[src/rtl/core/mlpc_pkg.sv]
// Package for the marker landing PI phase controller.
// Holds fixed-point constants, configuration, payload and queue entry types.
// No dependencies; every other file of the block imports it.
`timescale 1ns / 1ps

package mlpc_pkg;

  // Fractional bits of positions, errors, integrals and velocities.
  localparam int FRAC_BITS = 12;

  // Fixed-point constants, rounded to the nearest Q.F value.
  localparam int ONE_Q     = 1 << FRAC_BITS;
  localparam int HALF_Q    = 1 << (FRAC_BITS - 1);
  localparam int QUARTER_Q = 1 << (FRAC_BITS - 2);
  localparam int TEN_Q     = 10 << FRAC_BITS;
  localparam int C0P3_Q    = ((3 << FRAC_BITS) + 5) / 10;
  localparam int C0P1_Q    = ((1 << FRAC_BITS) + 5) / 10;
  localparam int C0P2_Q    = ((2 << FRAC_BITS) + 5) / 10;
  localparam int C1P1_Q    = ((11 << FRAC_BITS) + 5) / 10;

  // Folded body X and Y and their errors span +-1.0, and the negated
  // 16-bit camera input needs 17 bits.
  localparam int PW = (FRAC_BITS + 2 > 17) ? FRAC_BITS + 2 : 17;
  // Body Z is a negated 16-bit input; the Z error adds a 16-bit target.
  localparam int BZW = 17;
  localparam int EZW = 18;
  // Integrals span +-10.0.
  localparam int IW = $clog2(TEN_Q + 1) + 1;
  // Gains enter the multipliers as 17-bit signed values.
  localparam int GW = 17;
  // Sum of the two X or Y products.
  localparam int ACCW = GW + ((PW > IW) ? PW : IW) + 1;

  // Configuration register indexes.
  localparam logic [2:0] CFG_GAIN_P_XY       = 3'd0;
  localparam logic [2:0] CFG_GAIN_P_Z        = 3'd1;
  localparam logic [2:0] CFG_GAIN_I_XY       = 3'd2;
  localparam logic [2:0] CFG_HEIGHT_APPROACH = 3'd3;
  localparam logic [2:0] CFG_HEIGHT_FINAL    = 3'd4;
  localparam logic [2:0] CFG_WINDOW_LENGTH   = 3'd5;
  localparam logic [2:0] CFG_WINDOW_REQUIRED = 3'd6;

  typedef struct packed {
    logic        [15:0] gain_p_xy;
    logic        [15:0] gain_p_z;
    logic        [15:0] gain_i_xy;
    logic signed [15:0] height_approach;
    logic signed [15:0] height_final;
    logic        [7:0]  window_length;
    logic        [7:0]  window_required;
  } cfg_t;

  typedef struct packed {
    logic signed [15:0] cam_pos_x;
    logic signed [15:0] cam_pos_y;
    logic signed [15:0] cam_pos_z;
    logic               marker_seen;
    logic        [3:0]  new_detections;
  } in_item_t;

  typedef struct packed {
    logic signed [15:0] vel_x;
    logic signed [15:0] vel_y;
    logic signed [15:0] vel_z;
    logic        [1:0]  phase_out;
  } out_item_t;

  // One classified tick, waiting for its velocity products.
  typedef struct packed {
    logic signed [PW-1:0]  err_x;
    logic signed [PW-1:0]  err_y;
    logic signed [EZW-1:0] err_z;
    logic signed [IW-1:0]  int_x;
    logic signed [IW-1:0]  int_y;
    logic                  seen;
    logic        [1:0]     phase;
  } work_t;

endpackage

[src/rtl/core/mlpc_front.sv]
// Front end: takes each tick, forms the errors and updates the integrals,
// window counters and landing phase. Depends on mlpc_pkg.
`timescale 1ns / 1ps

module mlpc_front (
  input  logic             clk_i,
  input  logic             rst_ni,
  input  mlpc_pkg::cfg_t   cfg_i,
  input  logic             in_valid_i,
  output logic             in_ready_o,
  input  mlpc_pkg::in_item_t in_item_i,
  input  logic             q_ready_i,
  output logic             q_push_o,
  output mlpc_pkg::work_t  q_work_o
);
  import mlpc_pkg::*;

  typedef enum logic [1:0] {
    PH_ACQUIRE,
    PH_ALIGN,
    PH_DESCEND,
    PH_FINAL
  } phase_e;

  phase_e               phase_q, phase_d;
  logic signed [IW-1:0] int_x_q, int_x_d;
  logic signed [IW-1:0] int_y_q, int_y_d;
  logic        [7:0]    win_total_q, win_total_d;
  logic        [7:0]    win_seen_q, win_seen_d;

  logic signed [16:0]    neg_x, neg_y;
  logic signed [PW-1:0]  body_x, body_y, err_x, err_y;
  logic signed [BZW-1:0] body_z;
  logic signed [15:0]    target;
  logic signed [EZW-1:0] err_z;
  logic signed [IW:0]    sum_x, sum_y;
  logic        [8:0]     tot_sum;
  logic        [7:0]     tot_sat, seen_cnt;
  logic                  seen, win_hit;
  phase_e                phase_a, phase_b;

  // Values beyond +-1.0 fold back to +-0.5.
  function automatic logic signed [PW-1:0] fold(input logic signed [16:0] v);
    logic signed [PW-1:0] r;
    if (v > ONE_Q) begin
      r = PW'(HALF_Q);
    end else if (v < -ONE_Q) begin
      r = -PW'(HALF_Q);
    end else begin
      r = PW'(v);
    end
    return r;
  endfunction

  function automatic logic signed [IW-1:0] clamp_i(input logic signed [IW:0] v);
    logic signed [IW-1:0] r;
    if (v > TEN_Q) begin
      r = IW'(TEN_Q);
    end else if (v < -TEN_Q) begin
      r = -IW'(TEN_Q);
    end else begin
      r = v[IW-1:0];
    end
    return r;
  endfunction

  // The front takes a transfer whenever the queue has room.
  assign in_ready_o = q_ready_i;
  assign q_push_o   = in_valid_i && q_ready_i;
  assign seen       = in_item_i.marker_seen;

  // Body frame: swapped and negated camera position, X and Y folded.
  always_comb begin
    neg_x  = -17'(in_item_i.cam_pos_y);
    neg_y  = -17'(in_item_i.cam_pos_x);
    body_x = fold(neg_x);
    body_y = fold(neg_y);
    body_z = -BZW'(in_item_i.cam_pos_z);
    err_x  = -body_x;
    err_y  = -body_y;
    target = (phase_q >= PH_DESCEND) ? cfg_i.height_final : cfg_i.height_approach;
    err_z  = EZW'(target) - EZW'(body_z);
  end

  // Integrals with clamp at +-10.
  always_comb begin
    sum_x   = (IW+1)'(int_x_q) + (IW+1)'(err_x);
    sum_y   = (IW+1)'(int_y_q) + (IW+1)'(err_y);
    int_x_d = clamp_i(sum_x);
    int_y_d = clamp_i(sum_y);
  end

  // Acquisition window counters, saturating at 255.
  always_comb begin
    tot_sum  = {1'b0, win_total_q} + 9'(in_item_i.new_detections);
    tot_sat  = tot_sum[8] ? 8'hFF : tot_sum[7:0];
    seen_cnt = (seen && (win_seen_q != 8'hFF)) ? win_seen_q + 8'd1 : win_seen_q;
    win_hit  = tot_sat >= cfg_i.window_length;
    win_total_d = win_hit ? 8'd0 : tot_sat;
    win_seen_d  = win_hit ? 8'd0 : seen_cnt;
  end

  // Phase sequencing; the descend and final checks may both pass in one tick.
  always_comb begin
    phase_a = phase_q;
    if (win_hit && (phase_q == PH_ACQUIRE) && (seen_cnt >= cfg_i.window_required)) begin
      phase_a = PH_ALIGN;
    end
    phase_b = phase_a;
    if ((phase_a == PH_ALIGN) && (err_x > -C0P3_Q) && (err_x < C0P3_Q) &&
        (err_y > -C0P3_Q) && (err_y < C0P3_Q) && (body_z < -QUARTER_Q) &&
        (body_z > -C1P1_Q) && seen) begin
      phase_b = PH_DESCEND;
    end
    phase_d = phase_b;
    if ((phase_b == PH_DESCEND) && (err_x > -C0P1_Q) && (err_x < C0P1_Q) &&
        (err_y > -C0P1_Q) && (err_y < C0P1_Q) && (body_z > -C0P2_Q) && seen) begin
      phase_d = PH_FINAL;
    end
  end

  // Queue entry for the back end.
  always_comb begin
    q_work_o.err_x = err_x;
    q_work_o.err_y = err_y;
    q_work_o.err_z = err_z;
    q_work_o.int_x = int_x_d;
    q_work_o.int_y = int_y_d;
    q_work_o.seen  = seen;
    q_work_o.phase = phase_d;
  end

  // Controller state advances on every accepted transfer.
  always_ff @(posedge clk_i or negedge rst_ni) begin
    if (!rst_ni) begin
      phase_q     <= PH_ACQUIRE;
      int_x_q     <= '0;
      int_y_q     <= '0;
      win_total_q <= '0;
      win_seen_q  <= '0;
    end else if (q_push_o) begin
      phase_q     <= phase_d;
      int_x_q     <= int_x_d;
      int_y_q     <= int_y_d;
      win_total_q <= win_total_d;
      win_seen_q  <= win_seen_d;
    end
  end

endmodule

[src/rtl/core/mlpc_queue.sv]
// Two-entry queue between the front and back ends.
// Depends on mlpc_pkg for the entry type.
`timescale 1ns / 1ps

module mlpc_queue (
  input  logic            clk_i,
  input  logic            rst_ni,
  input  logic            push_i,
  input  mlpc_pkg::work_t push_work_i,
  output logic            push_ready_o,
  input  logic            pop_i,
  output logic            pop_valid_o,
  output mlpc_pkg::work_t pop_work_o
);
  import mlpc_pkg::*;

  work_t      entry_q [2];
  logic       wr_ptr_q, rd_ptr_q;
  logic [1:0] count_q;

  assign push_ready_o = count_q != 2'd2;
  assign pop_valid_o  = count_q != 2'd0;
  assign pop_work_o   = entry_q[rd_ptr_q];

  // Entry storage.
  always_ff @(posedge clk_i) begin
    if (push_i) begin
      entry_q[wr_ptr_q] <= push_work_i;
    end
  end

  // Pointers and fill count.
  always_ff @(posedge clk_i or negedge rst_ni) begin
    if (!rst_ni) begin
      wr_ptr_q <= 1'b0;
      rd_ptr_q <= 1'b0;
      count_q  <= 2'd0;
    end else begin
      if (push_i) begin
        wr_ptr_q <= !wr_ptr_q;
      end
      if (pop_i) begin
        rd_ptr_q <= !rd_ptr_q;
      end
      if (push_i && !pop_i) begin
        count_q <= count_q + 2'd1;
      end else if (pop_i && !push_i) begin
        count_q <= count_q - 2'd1;
      end
    end
  end

endmodule

[src/rtl/core/mlpc_back.sv]
// Back end: PI and P velocity products, rounding, saturation and the
// output register. Depends on mlpc_pkg.
`timescale 1ns / 1ps

module mlpc_back (
  input  logic               clk_i,
  input  logic               rst_ni,
  input  mlpc_pkg::cfg_t     cfg_i,
  input  logic               q_valid_i,
  input  mlpc_pkg::work_t    q_work_i,
  output logic               q_pop_o,
  output logic               out_valid_o,
  input  logic               out_ready_i,
  output mlpc_pkg::out_item_t out_item_o
);
  import mlpc_pkg::*;

  localparam int PXW = GW + PW;
  localparam int PIW = GW + IW;
  localparam int PZW = GW + EZW;

  logic                  out_valid_q;
  out_item_t             out_item_q, out_item_d;
  logic signed [GW-1:0]  gp_xy, gi_xy, gp_z;
  logic signed [PXW-1:0] prod_px, prod_py;
  logic signed [PIW-1:0] prod_ix, prod_iy;
  logic signed [PZW-1:0] prod_z;
  logic signed [ACCW-1:0] acc_x, acc_y, acc_z;

  // Round half up from Q(F+16) to Q.F, then saturate to 16 bits.
  function automatic logic [15:0] to_vel(input logic signed [ACCW-1:0] v);
    logic signed [ACCW:0]    r;
    logic signed [ACCW-16:0] q;
    logic        [15:0]      res;
    r = (ACCW+1)'(v) + (ACCW+1)'(32768);
    q = r[ACCW:16];
    if (q > 32767) begin
      res = 16'h7FFF;
    end else if (q < -32768) begin
      res = 16'h8000;
    end else begin
      res = q[15:0];
    end
    return res;
  endfunction

  assign q_pop_o     = q_valid_i && (!out_valid_q || out_ready_i);
  assign out_valid_o = out_valid_q;
  assign out_item_o  = out_item_q;

  // Velocity products.
  always_comb begin
    gp_xy   = $signed({1'b0, cfg_i.gain_p_xy});
    gi_xy   = $signed({1'b0, cfg_i.gain_i_xy});
    gp_z    = $signed({1'b0, cfg_i.gain_p_z});
    prod_px = PXW'(gp_xy) * PXW'(q_work_i.err_x);
    prod_py = PXW'(gp_xy) * PXW'(q_work_i.err_y);
    prod_ix = PIW'(gi_xy) * PIW'(q_work_i.int_x);
    prod_iy = PIW'(gi_xy) * PIW'(q_work_i.int_y);
    prod_z  = PZW'(gp_z) * PZW'(q_work_i.err_z);
    acc_x   = ACCW'(prod_px) + ACCW'(prod_ix);
    acc_y   = ACCW'(prod_py) + ACCW'(prod_iy);
    acc_z   = ACCW'(prod_z);
  end

  // Result fields; all zero when the marker is not seen.
  always_comb begin
    if (q_work_i.seen) begin
      out_item_d.vel_x     = to_vel(acc_x);
      out_item_d.vel_y     = to_vel(acc_y);
      out_item_d.vel_z     = to_vel(acc_z);
      out_item_d.phase_out = q_work_i.phase;
    end else begin
      out_item_d = '0;
    end
  end

  // Output register payload.
  always_ff @(posedge clk_i) begin
    if (q_pop_o) begin
      out_item_q <= out_item_d;
    end
  end

  // Output valid flag.
  always_ff @(posedge clk_i or negedge rst_ni) begin
    if (!rst_ni) begin
      out_valid_q <= 1'b0;
    end else if (q_pop_o) begin
      out_valid_q <= 1'b1;
    end else if (out_ready_i) begin
      out_valid_q <= 1'b0;
    end
  end

endmodule

[src/rtl/core/marker_landing_pi_phase_control_unit.sv]
// Top level of the marker landing PI phase controller: configuration
// registers, front end, queue and back end. Depends on mlpc_pkg, mlpc_front,
// mlpc_queue and mlpc_back.
//
//   Channel  Direction  Handshake              Payload
//   in       input      in_valid_i/in_ready_o   in_item_i (in_item_t)
//   out      output     out_valid_o/out_ready_i out_item_o (out_item_t)
//   cfg      input      cfg_valid_i/cfg_ready_o cfg_index_i, cfg_data_i
//
// One tick per cycle sustained while the output is not stalled. A transferred
// tick is written to the queue and the back pops it into the output register:
// the front updates the controller state on the transfer, the back forms the
// products from the popped entry. Reset clears the phase, integrals and window
// counters and loads the register reset values. A stalled output holds its
// result while the two-entry queue lets the front accept; it stalls when full.
`timescale 1ns / 1ps

module marker_landing_pi_phase_control_unit (
  input  logic                clk_i,
  input  logic                rst_ni,
  input  logic                in_valid_i,
  output logic                in_ready_o,
  input  mlpc_pkg::in_item_t  in_item_i,
  output logic                out_valid_o,
  input  logic                out_ready_i,
  output mlpc_pkg::out_item_t out_item_o,
  input  logic                cfg_valid_i,
  output logic                cfg_ready_o,
  input  logic [2:0]          cfg_index_i,
  input  logic [15:0]         cfg_data_i
);
  import mlpc_pkg::*;

  cfg_t  cfg_q;
  logic  q_push, q_ready, q_pop, q_valid;
  work_t push_work, pop_work;

  assign cfg_ready_o = 1'b1;

  // Configuration registers.
  always_ff @(posedge clk_i or negedge rst_ni) begin
    if (!rst_ni) begin
      cfg_q.gain_p_xy       <= 16'd26214;
      cfg_q.gain_p_z        <= 16'd9830;
      cfg_q.gain_i_xy       <= 16'd786;
      cfg_q.height_approach <= -16'sd2253;
      cfg_q.height_final    <= -16'sd410;
      cfg_q.window_length   <= 8'd30;
      cfg_q.window_required <= 8'd25;
    end else if (cfg_valid_i) begin
      unique case (cfg_index_i)
        CFG_GAIN_P_XY:       cfg_q.gain_p_xy       <= cfg_data_i;
        CFG_GAIN_P_Z:        cfg_q.gain_p_z        <= cfg_data_i;
        CFG_GAIN_I_XY:       cfg_q.gain_i_xy       <= cfg_data_i;
        CFG_HEIGHT_APPROACH: cfg_q.height_approach <= cfg_data_i;
        CFG_HEIGHT_FINAL:    cfg_q.height_final    <= cfg_data_i;
        CFG_WINDOW_LENGTH:   cfg_q.window_length   <= cfg_data_i[7:0];
        CFG_WINDOW_REQUIRED: cfg_q.window_required <= cfg_data_i[7:0];
        default: begin
        end
      endcase
    end
  end

  mlpc_front u_front (
    .clk_i      (clk_i),
    .rst_ni     (rst_ni),
    .cfg_i      (cfg_q),
    .in_valid_i (in_valid_i),
    .in_ready_o (in_ready_o),
    .in_item_i  (in_item_i),
    .q_ready_i  (q_ready),
    .q_push_o   (q_push),
    .q_work_o   (push_work)
  );

  mlpc_queue u_queue (
    .clk_i        (clk_i),
    .rst_ni       (rst_ni),
    .push_i       (q_push),
    .push_work_i  (push_work),
    .push_ready_o (q_ready),
    .pop_i        (q_pop),
    .pop_valid_o  (q_valid),
    .pop_work_o   (pop_work)
  );

  mlpc_back u_back (
    .clk_i       (clk_i),
    .rst_ni      (rst_ni),
    .cfg_i       (cfg_q),
    .q_valid_i   (q_valid),
    .q_work_i    (pop_work),
    .q_pop_o     (q_pop),
    .out_valid_o (out_valid_o),
    .out_ready_i (out_ready_i),
    .out_item_o  (out_item_o)
  );

endmodule

[config.mk]
export PLATFORM = sky130hd
export DESIGN_NAME = marker_landing_pi_phase_control_unit
export DESIGN_NICKNAME = d
export VERILOG_FILES = /design/src/rtl/core/mlpc_pkg.sv /design/src/rtl/core/mlpc_front.sv /design/src/rtl/core/mlpc_queue.sv /design/src/rtl/core/mlpc_back.sv /design/src/rtl/core/marker_landing_pi_phase_control_unit.sv
export SDC_FILE = /design/constraint.sdc
export NUM_CORES = 2
export LEC_CHECK = 0
export ABC_AREA = 0
export ABC_CLOCK_PERIOD_IN_PS = 11350
export BUFFER_PORTS_ARGS = -buffer_cell sky130_fd_sc_hd__buf_2
export CAP_MARGIN = 20
export CORE_ASPECT_RATIO = 1.75
export CORE_MARGIN = 2
export CORE_UTILIZATION = 45
export DETAILED_ROUTE_END_ITERATION = 16
export PLACE_DENSITY = 0.64
export SLEW_MARGIN = 20
export SYNTH_ARGS = -nofsm -noshare
export SYNTH_HDL_FRONTEND = slang
export SYNTH_SLANG_ARGS = --single-unit
[constraint.sdc]
create_clock -name clk_i -period 11.35 [get_ports clk_i]
set_clock_uncertainty 0.15 [all_clocks]
set_input_delay 0.5675 -clock clk_i [delete_from_list [all_inputs] [get_ports clk_i]]
set_output_delay 0.5675 -clock clk_i [all_outputs]
set_load 0.005 [all_outputs]
==> out/metrics.cfg <==
[run_status]
status=complete, no violations

[sta]
fmax_mhz=93.6
rsz0062_at_grt=false
final_max_slew_viol_count=0
worstMarginPinSlew_ns=1.12
min_period_over_period_pct=94.1
setup_violations=0
finalHoldViolCount=0
post-route-min-period_ns=10.68
fin_tns_setup_ns=0
whs_ns=0.0464
slew_headroom_pct=25.0

[synthesis]
synth_commonest_cells=inv_1, fa_1, nand2_1
yosys_most_used_dff=edfxtp_1
syn_area_um2=68900
synth_edf_count=228
yosysMostFrequentCell=inv_1
synthDistinctLibCells=93
ys_seq_area_share_pct=15.6
async_flop_share_pct=40.2
postSynthCellCount=7056
avgSynthCellArea_um2=9.76
synth_area_leaders=fa_1, ha_1, edfxtp_1
yosys.area.top_type=fa_1
yosysWarnings=0
syn-num-nets=9036
yosysTopAreaCellShare_pct=36.9
yosys_register_bits=381

[placement]
dp_hpwl_um=158000
gp_congestion=0.944
portBuffers=128

[clocking]
path_clk_slew_ns=0.07
htree_levels=2
cts.sinks=381
root_buffer=clkbuf_16
clock_path_buffers=3
cts_buffers=44
clock_latency_ns=0.64
cts_tree=yes

[floorplan]
rows=190
die_y_um=522
die_area_um2=156000
ioPinCount=130
die_w_um=300
initial_core_util_pct=45.1
fp.coreArea_um2=153000

[detailed_routing]
wirelength_um=190000
routed_via_density=5.35
via_count=48721
post_drt_wl_per_cell_um=20.8
drt_iter0_markers=2399
antenna_left=0
drc=0
first_pass_iters=5

[layout]
syn2layout_area_growth_pct=6.46
final_net_count=9023
drive_above_1_share_pct=8.55

[global_route]
grt_pass1_wl_um=301000
overflow=0
grt_max_degree=72
grt-busiest-layer=met2
met1_usage_pct=25.8
grt_usage_pct=25.0
grt_antenna_before_repair=11
grt_pass1_vias=54999
met2_usage_pct=49.6
met3_usage_pct=2.22

[worst_setup_path]
cpMostUsedCell=fa_1
critPathMaxStageDelay_ns=1.03
start_kind=flop
cpMaxStageDelayCell=dfrtp_4
crit_arrival_ns=11.00
worst-endpoint-required_ns=11.68
crit_fanout=47
path_class=reg2reg
end_kind=flop

[job]
drv_cap=0

[min_path]
worst_hold_path_type=in2reg

[kinds of logic after synthesis]
group / share of synthesized area [%]
buf+inv: 10.1
compound gates: 5.22
fa+ha+maj: 48.4
mux: 3.55
other cells: 0.00544
simple gates: 15.0
xor+xnor: 2.16
flops: 15.6
[flip-flops by register name (all words and copies together) (netlist names)]
| name | cells |
|---|---|
| cfg_q | 96 |
| u_back.out_item_o | 50 |
| u_back.out_valid_o | 1 |
| u_front.int_x_q | 17 |
| u_front.int_y_q | 17 |
| u_front.phase_q | 2 |
| u_front.win_seen_q | 8 |
| u_front.win_total_q | 8 |
| u_queue.count_q | 2 |
| u_queue.entry_q | 178 |
| u_queue.rd_ptr_q | 1 |
| u_queue.wr_ptr_q | 1 |
[routing by layer]
metal  up-vias  wire [um]
li1      21657          -
met1     25194      65100
met2      1313     107000
met3       555       7070
met4         2      10600
met5         -         13
[critical path: cells and delay by family (launching register included)]
kind / cells / cell delay, ns
fa+ha+maj: 9 / 4.29
simple gates: 4 / 1.33
mux: 1 / 0.54
compound gates: 9 / 2.89
flops: 1 / 1.03
buf+inv: 5 / 0.25
[stage by stage]
step / instances / instance area [um2] / worst slack, ns / util [%]
global placement: 9011 / 71700 / 0.563 / 47.0
CTS: 9094 / 73300 / 0.672 / 48.0
detailed placement: 9012 / 71700 / 0.678 / 47.0
finish: 9100 / 73300 / 0.672 / 48.0
floorplan: 7056 / 68900 / 1.47 / -
global route: 9094 / 73300 / 0.293 / 48.0
[timing repair]
action	in CTS	in global routing
endpoints found under the hold margin	28	0
hold buffers	1	0
gates resized for setup	0	0
setup buffers	0	0
[final timing paths]
| kind | from | to | slack [ns] | cells past startpoint |
|---|---|---|---|---|
| hold / removal | out_ready_i | u_back.out_valid_o | 0.05 | 3 |
| setup / recovery | u_queue.rd_ptr_q | u_back.out_item_o[38] | 0.67 | 28 |
| hold reg to reg | u_front.int_y_q[7] | u_front.int_y_q[7] | 0.34 | 2 |
| setup reg to reg | u_queue.rd_ptr_q | u_back.out_item_o[38] | 0.67 | 28 |
| min in group asynchronous | rst_ni | u_front.int_y_q[15] | 0.27 | 2 |
| max in group asynchronous | rst_ni | cfg_q[84] | 8.74 | 4 |
[layout by cell type (no fill, tap or decap), types with 9 or more instances in the layout]
master        n
dfrtp_1     100
buf_4        91
o211ai_1     14
nor4_1       27
xor2_1       65
ha_1        635
or2_2        30
or4_1        12
a21o_1       85
o21a_1       21
nor3_1       42
and2_1      447
a21oi_1     106
nand4b_1     12
edfxtp_1    228
a211oi_1     17
a31oi_1      25
dfstp_2      48
o22ai_1       9
mux2i_1      25
nand3_1      46
nand2_1     724
nor2b_1     315
nand2b_1     50
o31ai_1      27
or3_1        17
a21boi_0     10
inv_1      1566
nand4_1      20
nand3b_1      9
clkbuf_16    48
and3_1       22
xnor2_1     105
mux2_2      189
fa_1       1268
o21bai_1     10
o21ai_0     100
nor2_1      183
buf_2       127
[area by class of cell]
type	instances	area (um2)
antenna	6	15.0
clock buffer	58	1270
clock inverter	23	290
fill	14383	79300
inverter	1568	5890
multi-input combinational	4827	51300
sequential	381	10700
tap	2016	2520
timing repair buffer	221	1340
Power is not shown: default switching activity piles up to over one toggle a cycle in this logic, so the estimate is an artifact.
